===== config.mk =====
export PLATFORM = sky130hd
export DESIGN_NAME = fastcgi_record_deframer_top
export DESIGN_NICKNAME = d
export VERILOG_FILES = /design/src/rtl/frdf_pkg.sv /design/src/rtl/frdf_parser.sv /design/src/rtl/fastcgi_record_deframer_top.sv
export SDC_FILE = /design/constraint.sdc
export NUM_CORES = 1
export LEC_CHECK = 0
export ABC_AREA = 1
export BUFFER_PORTS_ARGS = -buffer_cell sky130_fd_sc_hd__buf_2
export CORE_MARGIN = 10
export CORE_UTILIZATION = 45
export CTS_BUF_LIST = sky130_fd_sc_hd__clkbuf_8
export DETAILED_ROUTE_END_ITERATION = 8
export PLACE_DENSITY = 0.61
export SLEW_MARGIN = 20
export SYNTH_ARGS = -nofsm -noshare
export SYNTH_HDL_FRONTEND = slang
export SYNTH_SLANG_ARGS = --single-unit

===== constraint.sdc =====
create_clock -name clock -period 3.3 [get_ports clock]
set_input_delay 0.165 -clock clock [delete_from_list [all_inputs] [get_ports clock]]
set_output_delay 0.165 -clock clock [all_outputs]
set_load 0.03 [all_outputs]

===== src/rtl/frdf_pkg.sv =====
// Shared types and codes for the FastCGI record deframer.
package frdf_pkg;

   localparam int HDR_LAST = 7;  // index of the final header byte

   // Result status codes
   localparam logic [1:0] STATUS_CONTENT = 2'd0;
   localparam logic [1:0] STATUS_MISMATCH = 2'd1;
   localparam logic [1:0] STATUS_TERMINATED = 2'd2;

   // Configuration register indexes
   localparam logic CSR_EXPECTED_TYPE = 1'b0;
   localparam logic CSR_EXPECTED_REQUEST_ID = 1'b1;

   typedef enum logic [3:0] {
      PH_HEADER = 4'b0001,
      PH_CONTENT = 4'b0010,
      PH_PAD = 4'b0100,
      PH_HALT = 4'b1000
   } phase_type;

   typedef struct packed {
      logic [7:0] data_byte;
      logic start_req;
   } req_type;

   typedef struct packed {
      logic [7:0] content_byte;
      logic [1:0] status;
   } rsp_type;

   typedef struct packed {
      logic valid;
      rsp_type data;
   } result_type;

endpackage


===== src/rtl/frdf_parser.sv =====
// Record parser: header gathering, check, content pass-through and padding skip.
module frdf_parser
   import frdf_pkg::*;
(
   input logic clock,
   input logic reset,
   input logic accept,
   input req_type req,
   input logic [7:0] expected_type,
   input logic [15:0] expected_request_id,
   output result_type result
);

   phase_type phase_ff, phase_in, phase_eff;
   logic [2:0] header_count_ff, header_count_in, header_count_eff;
   logic [7:0] seen_type_ff, seen_type_in, seen_type_eff;
   logic [15:0] seen_id_ff, seen_id_in, seen_id_eff;
   logic [15:0] body_length_ff, body_length_in, body_length_eff;
   logic [7:0] pad_length_ff, pad_length_in, pad_length_eff;
   logic [15:0] body_count_ff, body_count_in, body_count_eff, body_count_inc;
   logic [7:0] pad_count_ff, pad_count_in, pad_count_eff, pad_count_inc;

   always_comb begin
      // a start beat clears the frame before this byte is taken
      phase_eff = req.start_req ? PH_HEADER : phase_ff;
      header_count_eff = req.start_req ? 3'd0 : header_count_ff;
      seen_type_eff = req.start_req ? 8'd0 : seen_type_ff;
      seen_id_eff = req.start_req ? 16'd0 : seen_id_ff;
      body_length_eff = req.start_req ? 16'd0 : body_length_ff;
      pad_length_eff = req.start_req ? 8'd0 : pad_length_ff;
      body_count_eff = req.start_req ? 16'd0 : body_count_ff;
      pad_count_eff = req.start_req ? 8'd0 : pad_count_ff;
      body_count_inc = body_count_eff + 16'd1;
      pad_count_inc = pad_count_eff + 8'd1;

      phase_in = phase_eff;
      header_count_in = header_count_eff;
      seen_type_in = seen_type_eff;
      seen_id_in = seen_id_eff;
      body_length_in = body_length_eff;
      pad_length_in = pad_length_eff;
      body_count_in = body_count_eff;
      pad_count_in = pad_count_eff;
      result = '0;

      case (phase_eff)
         PH_HEADER: begin
            header_count_in = header_count_eff + 3'd1;
            case (header_count_eff)
               3'd1: seen_type_in = req.data_byte;
               3'd2: seen_id_in = {req.data_byte, seen_id_eff[7:0]};
               3'd3: seen_id_in = {seen_id_eff[15:8], req.data_byte};
               3'd4: body_length_in = {req.data_byte, body_length_eff[7:0]};
               3'd5: body_length_in = {body_length_eff[15:8], req.data_byte};
               3'd6: pad_length_in = req.data_byte;
               default: ;
            endcase
            if (header_count_eff == 3'(HDR_LAST)) begin
               if (seen_type_eff != expected_type || seen_id_eff != expected_request_id) begin
                  phase_in = PH_HALT;
                  result.valid = 1'b1;
                  result.data.status = STATUS_MISMATCH;
               end else if (body_length_eff == 16'd0) begin
                  phase_in = PH_HALT;
                  result.valid = 1'b1;
                  result.data.status = STATUS_TERMINATED;
               end else begin
                  body_count_in = 16'd0;
                  pad_count_in = 8'd0;
                  phase_in = PH_CONTENT;
               end
            end
         end
         PH_CONTENT: begin
            result.valid = 1'b1;
            result.data.content_byte = req.data_byte;
            result.data.status = STATUS_CONTENT;
            body_count_in = body_count_inc;
            if (body_count_inc == body_length_eff) begin
               body_count_in = 16'd0;
               pad_count_in = 8'd0;
               phase_in = (pad_length_eff == 8'd0) ? PH_HEADER : PH_PAD;
            end
         end
         PH_PAD: begin
            pad_count_in = pad_count_inc;
            if (pad_count_inc >= pad_length_eff) begin
               pad_count_in = 8'd0;
               phase_in = PH_HEADER;
            end
         end
         default: ;  // halted: wait for a start beat
      endcase
   end

   always_ff @(posedge clock) begin
      if (reset) begin
         phase_ff <= PH_HEADER;
         header_count_ff <= 3'd0;
         seen_type_ff <= 8'd0;
         seen_id_ff <= 16'd0;
         body_length_ff <= 16'd0;
         pad_length_ff <= 8'd0;
         body_count_ff <= 16'd0;
         pad_count_ff <= 8'd0;
      end else if (accept) begin
         phase_ff <= phase_in;
         header_count_ff <= header_count_in;
         seen_type_ff <= seen_type_in;
         seen_id_ff <= seen_id_in;
         body_length_ff <= body_length_in;
         pad_length_ff <= pad_length_in;
         body_count_ff <= body_count_in;
         pad_count_ff <= pad_count_in;
      end
   end

endmodule


===== src/rtl/fastcgi_record_deframer_top.sv =====
// Top level of the FastCGI record deframer: config registers, parser, result register.
//
//   channel | dir | ports                        | beat
//   --------+-----+------------------------------+---------------------------------
//   req     | in  | req_valid req_stall req_data | one stream byte + start flag
//   rsp     | out | rsp_valid rsp_stall rsp_data | content byte or status
//   csr     | in  | csr_we csr_index csr_wdata   | register write, no read-back
//
// One byte per cycle while the input side is not stalled. The parser updates
// its frame state from the byte in the accepting cycle; a result, if any,
// appears in the result register the cycle after. Only a full, stalled result
// register stalls the input side, so the next byte is taken while a result is
// being handed off. Reset is synchronous and puts the parser in header phase;
// expected type resets to 0, expected request id to 1.
module fastcgi_record_deframer_top
   import frdf_pkg::*;
(
   input logic clock,
   input logic reset,
   input logic req_valid,
   output logic req_stall,
   input req_type req_data,
   output logic rsp_valid,
   input logic rsp_stall,
   output rsp_type rsp_data,
   input logic csr_we,
   input logic csr_index,
   input logic [15:0] csr_wdata
);

   logic [7:0] expected_type_ff;
   logic [15:0] expected_request_id_ff;
   logic rsp_valid_ff, rsp_valid_in;
   rsp_type rsp_data_ff;
   logic req_accept;
   logic rsp_free;
   result_type result;

   // config registers
   always_ff @(posedge clock) begin
      if (reset) begin
         expected_type_ff <= 8'd0;
         expected_request_id_ff <= 16'd1;
      end else if (csr_we) begin
         case (csr_index)
            CSR_EXPECTED_TYPE: expected_type_ff <= csr_wdata[7:0];
            CSR_EXPECTED_REQUEST_ID: expected_request_id_ff <= csr_wdata;
            default: ;
         endcase
      end
   end

   // result slot is free when empty or being taken this cycle
   assign rsp_free = !rsp_valid_ff || !rsp_stall;
   assign req_stall = !rsp_free;
   assign req_accept = req_valid && rsp_free;

   frdf_parser u_parser (
      .clock(clock),
      .reset(reset),
      .accept(req_accept),
      .req(req_data),
      .expected_type(expected_type_ff),
      .expected_request_id(expected_request_id_ff),
      .result(result)
   );

   assign rsp_valid_in = req_accept && result.valid;

   always_ff @(posedge clock) begin
      if (reset) begin
         rsp_valid_ff <= 1'b0;
      end else if (rsp_free) begin
         rsp_valid_ff <= rsp_valid_in;
      end
   end

   always_ff @(posedge clock) begin
      if (rsp_free && rsp_valid_in) begin
         rsp_data_ff <= result.data;
      end
   end

   assign rsp_valid = rsp_valid_ff;
   assign rsp_data = rsp_data_ff;

endmodule


==> results_dict.tcl, run 1 <==
set metrics [dict create \
    synth-edff-count 10 \
    synth-adder-area-share_pct 2.91 \
    cts.htree.levels 4 \
    ys_seq_area_share_pct 34.7 \
    die_w_um 144 \
    insertion_delay_ns 0.45 \
    die_h_um 144 \
    cts_hold_buffers 15 \
    path_max_fanout 17 \
    arrival_ns 3.13 \
    cap_violations 0 \
    drt_iter0_drc 574 \
    drcViolationCount 0 \
    synth_top_family_by_area "simple AND/OR/NAND/NOR gates" \
    clock_sinks 114 \
    fin_nets 1087 \
    clock_skew_ns 0.00926 \
    fillers 1512 \
    synth_warnings 0 \
    ir_worst_vdd_v 0.000275 \
    synthArstFlopShare_pct 0 \
    mostFrequentLayoutCells "177 x nand2_1, 118 x inv_1, 115 x nor2_1, 104 x dfxtp_1, 91 x a21oi_1" \
    pre_cts_ws_ns 0.396 \
    grt_antenna_before_repair 0 \
    critical_path_class "reg2reg" \
    clockBufferDepth 2 \
    clkTransAtPathRegs_ns 0.07 \
    wl_per_cell_um 15.0 \
    status "complete, no violations" \
    dpl.hpwl_mm 12.8 \
    cp.required_ns 3.62 \
    post_cts_resized 0 \
    reg2reg_depth 20 \
    yosys.area.top_type "dfxtp_1" \
    cts_setup_buffers 0 \
    worst_pin_slew_ns 0.915 \
    min-delay-start "rsp_stall" \
    synth_area_per_cell_um2 6.86 \
    startpoint_type "flip-flop" \
    min_to "rsp_valid" \
    routabilityCongestion 0.827 \
    synth_ff_type "dfxtp_1" \
    setup_tns_ns 0 \
    setup_viol 0 \
    portBuffers 42 \
    hold_depth 3 \
    fmax_mhz 356 \
    numCtsBuffers 17 \
    cts_tree "built" \
    synthCells 1001 \
    muxShareOfSynthArea_pct 0 \
    grt-ovfl-total 0 \
    hp-class "in2reg" \
    ys_seq_elements 114 \
    num_vias 6674 \
    synth_simple_gate_area_share_pct 27.1 \
    num_rows 45 \
    ant_nets 0 \
    grt_max_degree 80 \
    rrSetupSlack_ns 0.49 \
    antenna_cells 0 \
    slew_viol_final 0 \
    first_pass_iters 5 \
    grt_pass1_wl_mm 31.4 \
    synth.distinct_cells 44 \
    synth.net_count 1048 \
    area_delta_synth_final_pct 12.4 \
    core_region_area_um2 15100 \
    r2r_start "u_parser.body_count_ff[0]" \
    synthesis.area_um2 6870 \
    start_util_pct 45.5 \
    final.min_clock_period_ns 2.81 \
    setup_slack_ns 0.490 \
    drive_above_1_share_pct 12.1 \
    cts-root-buf "clkbuf_8" \
    vias_per_cell 5.38 \
    synth_xor_area_share_pct 3.52 \
    synth-compound-area-share_pct 21.5 \
    fp.dieArea_um2 20600 \
    final_common_cell "nand2_1" \
    wl_mm 18.7 \
    synth_area_leaders "dfxtp_1 30%, nand2_1 9.7%, a21oi_1 6.6%" \
    finalHoldViolations 0 \
    io_pins 43 \
    rsz0062_at_grt "false" \
    p_leak_nw 3.34 \
    powerDensity_nw_per_um2 429 \
    slew_headroom_pct 39.0 \
    post-route-period-util_pct 85.2 \
    synth.top_cell.area_share_pct 30.3 \
    track_usage_pct 18.7 \
    grt_pass1_vias 6200 \
    crit_path_end_kind "flip-flop" \
    reg2reg_to "u_parser.pad_count_ff[1]" \
]
==> through the flow <==
| stage | area, µm² | cells | power (W) | utilization (%) | hold slack, ns |
|---|---|---|---|---|---|
| final | 7720 | 1241 | 0.00331 | 51.2 | 0.0297 |
| after global routing | 7720 | 1241 | 0.00346 | 51.2 | 0.0347 |
| after CTS | 7720 | 1241 | 0.00333 | 51.2 | 0.00973 |
| after detailed placement | 7180 | 1194 | 0.00200 | 47.6 | 0.392 |
| after global placement | 7180 | 1194 | 0.00200 | 47.6 | 0.394 |
| after floorplan | 6870 | 1001 | 0.00188 | - | 0.278 |
==> flip-flops by register name, summed over array words and instances (netlist names) <==
signal and count:
expected_request_id_ff 16, u_parser.body_count_ff 16, u_parser.body_length_ff 16, u_parser.seen_id_ff 16
rsp_data 10, expected_type_ff 8, u_parser.pad_count_ff 8, u_parser.pad_length_ff 8
u_parser.seen_type_ff 8, u_parser.phase_ff 4, u_parser.header_count_ff 3, rsp_valid 1
==> synth_stat cells, types with 3 or more instances <==
master / instances
a211oi_1: 7
clkbuf_1: 35
nor3_1: 8
nor2_1: 115
inv_1: 119
a221oi_1: 20
nand2_2: 4
nand3_1: 66
o21ai_0: 85
buf_2: 4
dfxtp_1: 104
nand2_1: 178
xor2_1: 15
o211ai_1: 27
xnor2_1: 10
a31oi_1: 3
o221ai_1: 3
edfxtp_1: 10
buf_6: 5
nor2_2: 9
nand4_1: 22
clkinv_1: 3
a21oi_1: 91
inv_2: 3
ha_1: 16
a21oi_2: 10
==> final cells by class <==
class	instances	area (µm²)	area share (%)
clock inverter	15	156	2.03
timing repair buffer	68	455	5.90
inverter	126	478	6.19
clock buffer	17	234	3.03
tap	188	235	3.05
multi-input combinational	713	3780	49.0
sequential	114	2380	30.8
==> power by group <==
group | switching, W | internal, W | leakage (nW)
combinational | 0.000303 | 0.000171 | 2.22
sequential | 0.0000446 | 0.00147 | 0.935
clock | 0.000650 | 0.000674 | 0.187
==> per-layer routing <==
layer	GRT usage, %	wire length, µm
met5	0	0
met3	3.43	857
met1	25.2	9000
met2	29.6	8520
met4	6.18	296
==> cells by family after synthesis <==
group           after synthesis
simple gates                420
compound gates              251
buf+inv                     174
flops                       114
xor+xnor                     26
fa+ha+maj                    16
==> critical path: stages (launching register included) <==
cell     delay, ns
dfxtp_1       0.36
inv_1         0.06
nor2_1        0.20
ha_1          0.22
nand2_1       0.09
inv_1         0.06
nand2_1       0.12
nor2_4        0.21
nand4_1       0.15
nand3_1       0.11
nand2_1       0.05
nor2_1        0.12
nand2_1       0.08
nor2_2        0.15
nand2_4       0.18
nand2_2       0.16
nand2_1       0.12
nand2_1       0.08
nand2_1       0.05
nand2_1       0.05
a21oi_1       0.05
==> how the worst max path moves through the flow <==
stage                                         start                        to  slack, ns  depth (start not counted)
after detailed placement                req_data[0]  u_parser.pad_count_ff[3]       0.40                         20
after floorplan                         req_data[0]  u_parser.pad_count_ff[7]       0.58                         21
final                     u_parser.body_count_ff[0]  u_parser.pad_count_ff[1]       0.49                         20
after global routing       u_parser.pad_count_ff[0]  u_parser.pad_count_ff[7]       0.15                         16
after global placement                  req_data[0]  u_parser.pad_count_ff[7]       0.40                         20
after CTS                 u_parser.body_count_ff[0]  u_parser.pad_count_ff[1]       0.51                         20
No activity file was read; power rests on OpenSTA's default activity.
==> run 2, diff against run 1 <==
Settings changed: MAX_ROUTING_LAYER from default to met4.
==> run 2 against run 1 <==
Effect of this change:
- sequential cell count is the same
- fmax shrank 0.19%
- design area is the same
- critical endpoint unchanged
- first-iteration DRC count grew 1.9%
- wire length grew 0.51%
- sequential share of layout area is the same
- highest routed layer unchanged
- worst setup slack lost 0.0054 ns
==> results_dict.tcl, run 2 (synthesized netlist as in run 1, its figures left out) <==
set metrics [dict create \
    status "complete, no violations" \
    cp-startpoint "u_parser.body_count_ff[0]" \
    cts_tree "built" \
    clkTransAtPathRegs_ns 0.07 \
    setup_viol 0 \
    clockBufferDepth 2 \
    utilization_pct 51.2 \
    cap_violations 0 \
    startpoint_type "flip-flop" \
    start_util_pct 45.5 \
    numCtsBuffers 17 \
    num_vias 6679 \
    cts-root-buf "clkbuf_8" \
    finalHoldViolations 0 \
    grt-ovfl-total 0 \
    p_comb_share_pct 14.3 \
    clock_power_share_pct 40.0 \
    track_usage_pct 19.3 \
    powerDensity_nw_per_um2 428 \
    num_rows 45 \
    hold_depth 3 \
    reg2reg_depth 20 \
    cts_setup_buffers 0 \
    grt_pass1_wl_mm 31.4 \
    r2r_start "u_parser.body_count_ff[0]" \
    routabilityCongestion 0.839 \
    die_h_um 144 \
    clock_sinks 114 \
    grt_max_degree 80 \
    drt_iter0_drc 585 \
    p_leak_nw 3.34 \
    wl_mm 18.8 \
    arrival_ns 3.13 \
    rsz0062_at_grt "false" \
    wl_per_cell_um 15.1 \
    path_max_fanout 17 \
    min-delay-start "rsp_stall" \
    rrSetupSlack_ns 0.48 \
    mostFrequentLayoutCells "177 x nand2_1, 118 x inv_1, 115 x nor2_1, 104 x dfxtp_1, 91 x a21oi_1" \
    post-route-period-util_pct 85.3 \
    insertion_delay_ns 0.45 \
    swShare_pct 30.1 \
    ir_worst_vdd_v 0.000274 \
    slew_viol_final 0 \
    fmax_mhz 355 \
    fp.dieArea_um2 20600 \
    switching_power_w 0.000997 \
    crit_path_end_kind "flip-flop" \
    drive_above_1_share_pct 12.1 \
    first_pass_iters 5 \
    vias_per_cell 5.38 \
    slew_headroom_pct 40.0 \
    worst_pin_slew_ns 0.900 \
    setup_tns_ns 0 \
    final_common_cell "nand2_1" \
    grt_antenna_before_repair 0 \
    die_w_um 144 \
    p_int_w 0.00231 \
    pwr-share-seq_pct 45.7 \
    final.min_clock_period_ns 2.82 \
    min_to "rsp_valid" \
    portBuffers 42 \
    drcViolationCount 0 \
    clock_skew_ns 0.0120 \
    cp.required_ns 3.62 \
    fin_nets 1087 \
    cts.htree.levels 4 \
    critical_path_class "reg2reg" \
    antenna_cells 0 \
    io_pins 43 \
    dpl.hpwl_mm 12.8 \
    reg2reg_to "u_parser.pad_count_ff[1]" \
    hp-class "in2reg" \
    ant_nets 0 \
    core_region_area_um2 15100 \
    area_delta_synth_final_pct 12.4 \
    grt_pass1_vias 6187 \
]
[run 2: cell counts in the layout (fill, tap and decap cells not counted)]
No cell type changed its count.
[run 2: layout make-up]
class | instances | area, µm²
Clock buffer | 17 | 234
Clock inverter | 15 | 156
Fill cell | 1512 | 7370
Inverter | 126 | 478
Multi-Input combinational cell | 713 | 3780
Sequential cell | 114 | 2380
Tap cell | 188 | 235
Timing Repair Buffer | 68 | 455
[run 2: critical path, stage by stage (launching register included)]
cell and delay (ns):
dfxtp_1 0.36, inv_1 0.06, nor2_1 0.20, ha_1 0.22, nand2_1 0.09, inv_1 0.06
nand2_1 0.12, nor2_4 0.21, nand4_1 0.15, nand3_1 0.11, nand2_1 0.05, nor2_1 0.12
nand2_1 0.08, nor2_2 0.15, nand2_4 0.18, nand2_2 0.16, nand2_1 0.12, nand2_1 0.08
nand2_1 0.05, nand2_1 0.05, a21oi_1 0.05
[run 2: routing by layer]
metal | vias to the layer above | track usage, % | routed length [µm]
met5 | - | - | 0
met4 | 0 | 5.37 | 265
met3 | 23 | 3.70 | 801
met2 | 156 | 29.5 | 8610
met1 | 3059 | 25.5 | 9090
li1 | 3441 | - | -
[run 2: repair_timing]
| action | 4_1_cts | 5_1_grt |
|---|---|---|
| hold endpoints to repair | 18 | 0 |
| gates resized for setup | 0 | 0 |
| hold buffers | 15 | 0 |
[run 2: per-stage QoR]
| step | power, W | hold WS (ns) | setup WS (ns) | instances | cell area (µm²) |
|---|---|---|---|---|---|
| finish | 0.00331 | 0.0283 | 0.484 | 1241 | 7720 |
| global route | 0.00347 | 0.0282 | 0.149 | 1241 | 7720 |
| CTS | 0.00333 | 0.00973 | 0.509 | 1241 | 7720 |
| detailed placement | 0.00200 | 0.392 | 0.396 | 1194 | 7180 |
| global placement | 0.00200 | 0.394 | 0.396 | 1194 | 7180 |
| floorplan | 0.00188 | 0.278 | 0.579 | 1001 | 6870 |
[run 2: how the worst max path moves through the flow]
stage | slack (ns) | endpoint | depth (start not counted)
after floorplan | 0.58 | u_parser.pad_count_ff[7] | 21
after global placement | 0.40 | u_parser.pad_count_ff[7] | 20
after detailed placement | 0.40 | u_parser.pad_count_ff[3] | 20
after CTS | 0.51 | u_parser.pad_count_ff[1] | 20
after global routing | 0.15 | u_parser.pad_count_ff[7] | 16
final | 0.48 | u_parser.pad_count_ff[1] | 20
[run 2: power groups by stage]
stage               sequential, W  combinational [W]  clock, W
floorplan                 0.00153           0.000348         0
finish                    0.00151           0.000474   0.00132
global placement          0.00154           0.000457         0
detailed placement        0.00154           0.000461         0
CTS                       0.00151           0.000475   0.00135
global route              0.00152           0.000539   0.00141
==> run 3, diff against run 2 <==
--- a/config.mk
+++ b/config.mk
@@ -8,4 +8,5 @@
 export ABC_AREA = 1
 export BUFFER_PORTS_ARGS = -buffer_cell sky130_fd_sc_hd__buf_2
+export CAP_MARGIN = 20
 export CORE_MARGIN = 10
 export CORE_UTILIZATION = 45
@@ -14,4 +15,5 @@
 export MAX_ROUTING_LAYER = met4
 export PLACE_DENSITY = 0.61
+export RECOVER_POWER = 25
 export SLEW_MARGIN = 20
 export SYNTH_ARGS = -nofsm -noshare
==> constraint.sdc (replaced) <==
create_clock -name clock -period 3.3 [get_ports clock]
set_input_delay 0.165 -clock clock [delete_from_list [all_inputs] [get_ports clock]]
set_output_delay 0.165 -clock clock [all_outputs]
set_load 0.05 [all_outputs]
==> run 3 against run 2 <==
Effect of this change:
- the flow now finishes with violations (max-capacitance violations, max-slew violations)
- hold slack got worse by 0.0045 ns
- die area did not move
- register-to-register slack got worse by 0.02 ns
- via count fell by 0.37%
- final cell count did not move
- sequential cell count did not move
- wire length barely moved
- utilization fell by 0.12 points
- worst setup slack got worse by 0.024 ns
- clock skew barely moved
- power rose by 0.11%
- largest power group unchanged
==> results_dict.tcl, run 3 (synthesized netlist as in run 1, its figures left out) <==
set metrics [dict create \
    status "complete, but fails checks" \
    violations "max-capacitance violations, max-slew violations" \
    cts_tree "built" \
    grt_pass1_wl_mm 31.4 \
    fp.dieArea_um2 20600 \
    ant_nets 0 \
    die_w_um 144 \
    vias_per_cell 5.36 \
    startpoint_type "flip-flop" \
    numCtsBuffers 17 \
    cp.required_ns 3.58 \
    grt-ovfl-total 0 \
    grt_max_degree 80 \
    critical_path_class "reg2reg" \
    clock_skew_ns 0.0122 \
    utilization_pct 51.1 \
    first_pass_iters 6 \
    cts.htree.levels 4 \
    slew_viol_final 37 \
    grt_use_met2_pct 29.5 \
    rrSetupSlack_ns 0.46 \
    start_util_pct 45.5 \
    track_usage_pct 19.3 \
    powerDensity_nw_per_um2 430 \
    setup_tns_ns 0 \
    grt_pass1_vias 6187 \
    cts-root-buf "clkbuf_8" \
    crit_path_end_kind "flip-flop" \
    path_max_fanout 17 \
    drcViolationCount 0 \
    antenna_cells 0 \
    cap_violations 1 \
    die_h_um 144 \
    slew_headroom_pct -0.166 \
    min-delay-start "rsp_stall" \
    dpl.hpwl_mm 12.8 \
    clockBufferDepth 2 \
    portBuffers 42 \
    wl_mm 18.8 \
    post-route-period-util_pct 86.0 \
    num_vias 6654 \
    clkTransAtPathRegs_ns 0.07 \
    final.min_clock_period_ns 2.84 \
    cts_setup_buffers 0 \
    p_leak_nw 3.32 \
    finalHoldViolations 0 \
    clock_sinks 114 \
    insertion_delay_ns 0.46 \
    ir_worst_vdd_v 0.000275 \
    hp-class "in2reg" \
    area_delta_synth_final_pct 12.2 \
    routabilityCongestion 0.839 \
    busiest_layer "met2" \
    wl_per_cell_um 15.1 \
    r2r_start "u_parser.body_count_ff[0]" \
    num_rows 45 \
    placed_cell_area_um2 7180 \
    grtUsageMet1_pct 25.5 \
    cp-startpoint "u_parser.body_count_ff[0]" \
    mostFrequentLayoutCells "177 x nand2_1, 119 x inv_1, 115 x nor2_1, 104 x dfxtp_1, 91 x a21oi_1" \
    rsz0062_at_grt "false" \
    fin_nets 1087 \
    fmax_mhz 352 \
    io_pins 43 \
    grtUsageMet3_pct 3.70 \
    worst_pin_slew_ns 1.50 \
    final_common_cell "nand2_1" \
    core_region_area_um2 15100 \
    design_area_um2 7700 \
    drive_above_1_share_pct 10.8 \
    grt_antenna_before_repair 0 \
    post_cts_resized 0 \
    drt_iter0_drc 607 \
    arrival_ns 3.12 \
    setup_viol 0 \
]
run 3: cell count changes in the layout (fill, tap and decap cells not counted), sizes merged:
| cell | delta |
|---|---|
| clkbuf | +12 |
| buf | -12 |
run 3: stage by stage:
stage	total power (W)	hold slack, ns	worst slack (ns)	cells
finish	0.00331	0.0238	0.460	1241
global route	0.00347	0.0282	0.112	1241
floorplan	0.00188	0.278	0.579	1001
detailed placement	0.00200	0.392	0.396	1194
CTS	0.00333	0.00973	0.509	1241
global placement	0.00200	0.394	0.396	1194
run 3: timing repair:
item                                   in CTS  in global routing
hold buffers                               15                  0
setup endpoints to repair                   0                  0
endpoints found under the hold margin      18                  0
run 3: routing by layer:
metal / wire, µm / share of wire [%]
met1: 9250 / 49
met2: 8560 / 46
met3: 730 / 3.9
met4: 229 / 1.2
met5: 0 / 0
run 3: power breakdown:
| part | internal, W | total (W) | switching (W) |
|---|---|---|---|
| combinational | 0.000171 | 0.000475 | 0.000304 |
| sequential | 0.00147 | 0.00151 | 0.0000446 |
| clock | 0.000674 | 0.00133 | 0.000653 |
run 3: final timing paths:
check        cells after the start                  endpoint
max                             20  u_parser.pad_count_ff[1]
min                              3                 rsp_valid
max reg2reg                     20  u_parser.pad_count_ff[1]
min reg2reg                      2  u_parser.pad_count_ff[1]
run 3: critical path: stages (launching register included):
cell     delay [ns]
dfxtp_1        0.36
inv_1          0.06
nor2_1         0.20
ha_1           0.22
nand2_1        0.09
inv_1          0.06
nand2_1        0.12
nor2_4         0.21
nand4_1        0.15
nand3_1        0.11
nand2_1        0.05
nor2_1         0.12
nand2_1        0.08
nor2_2         0.15
nand2_4        0.18
nand2_2        0.16
nand2_1        0.11
nand2_1        0.07
nand2_1        0.05
nand2_1        0.05
a21oi_1        0.05
run 3: area by class of cell:
| cell class | count | area (µm²) |
|---|---|---|
| fillers | 1517 | 7380 |
| inverters | 126 | 478 |
| multi-input cells | 713 | 3780 |
| clock inverters | 15 | 156 |
| clock buffers | 17 | 234 |
| well taps | 188 | 235 |
| flip-flops and latches | 114 | 2380 |
| repair buffers | 68 | 438 |
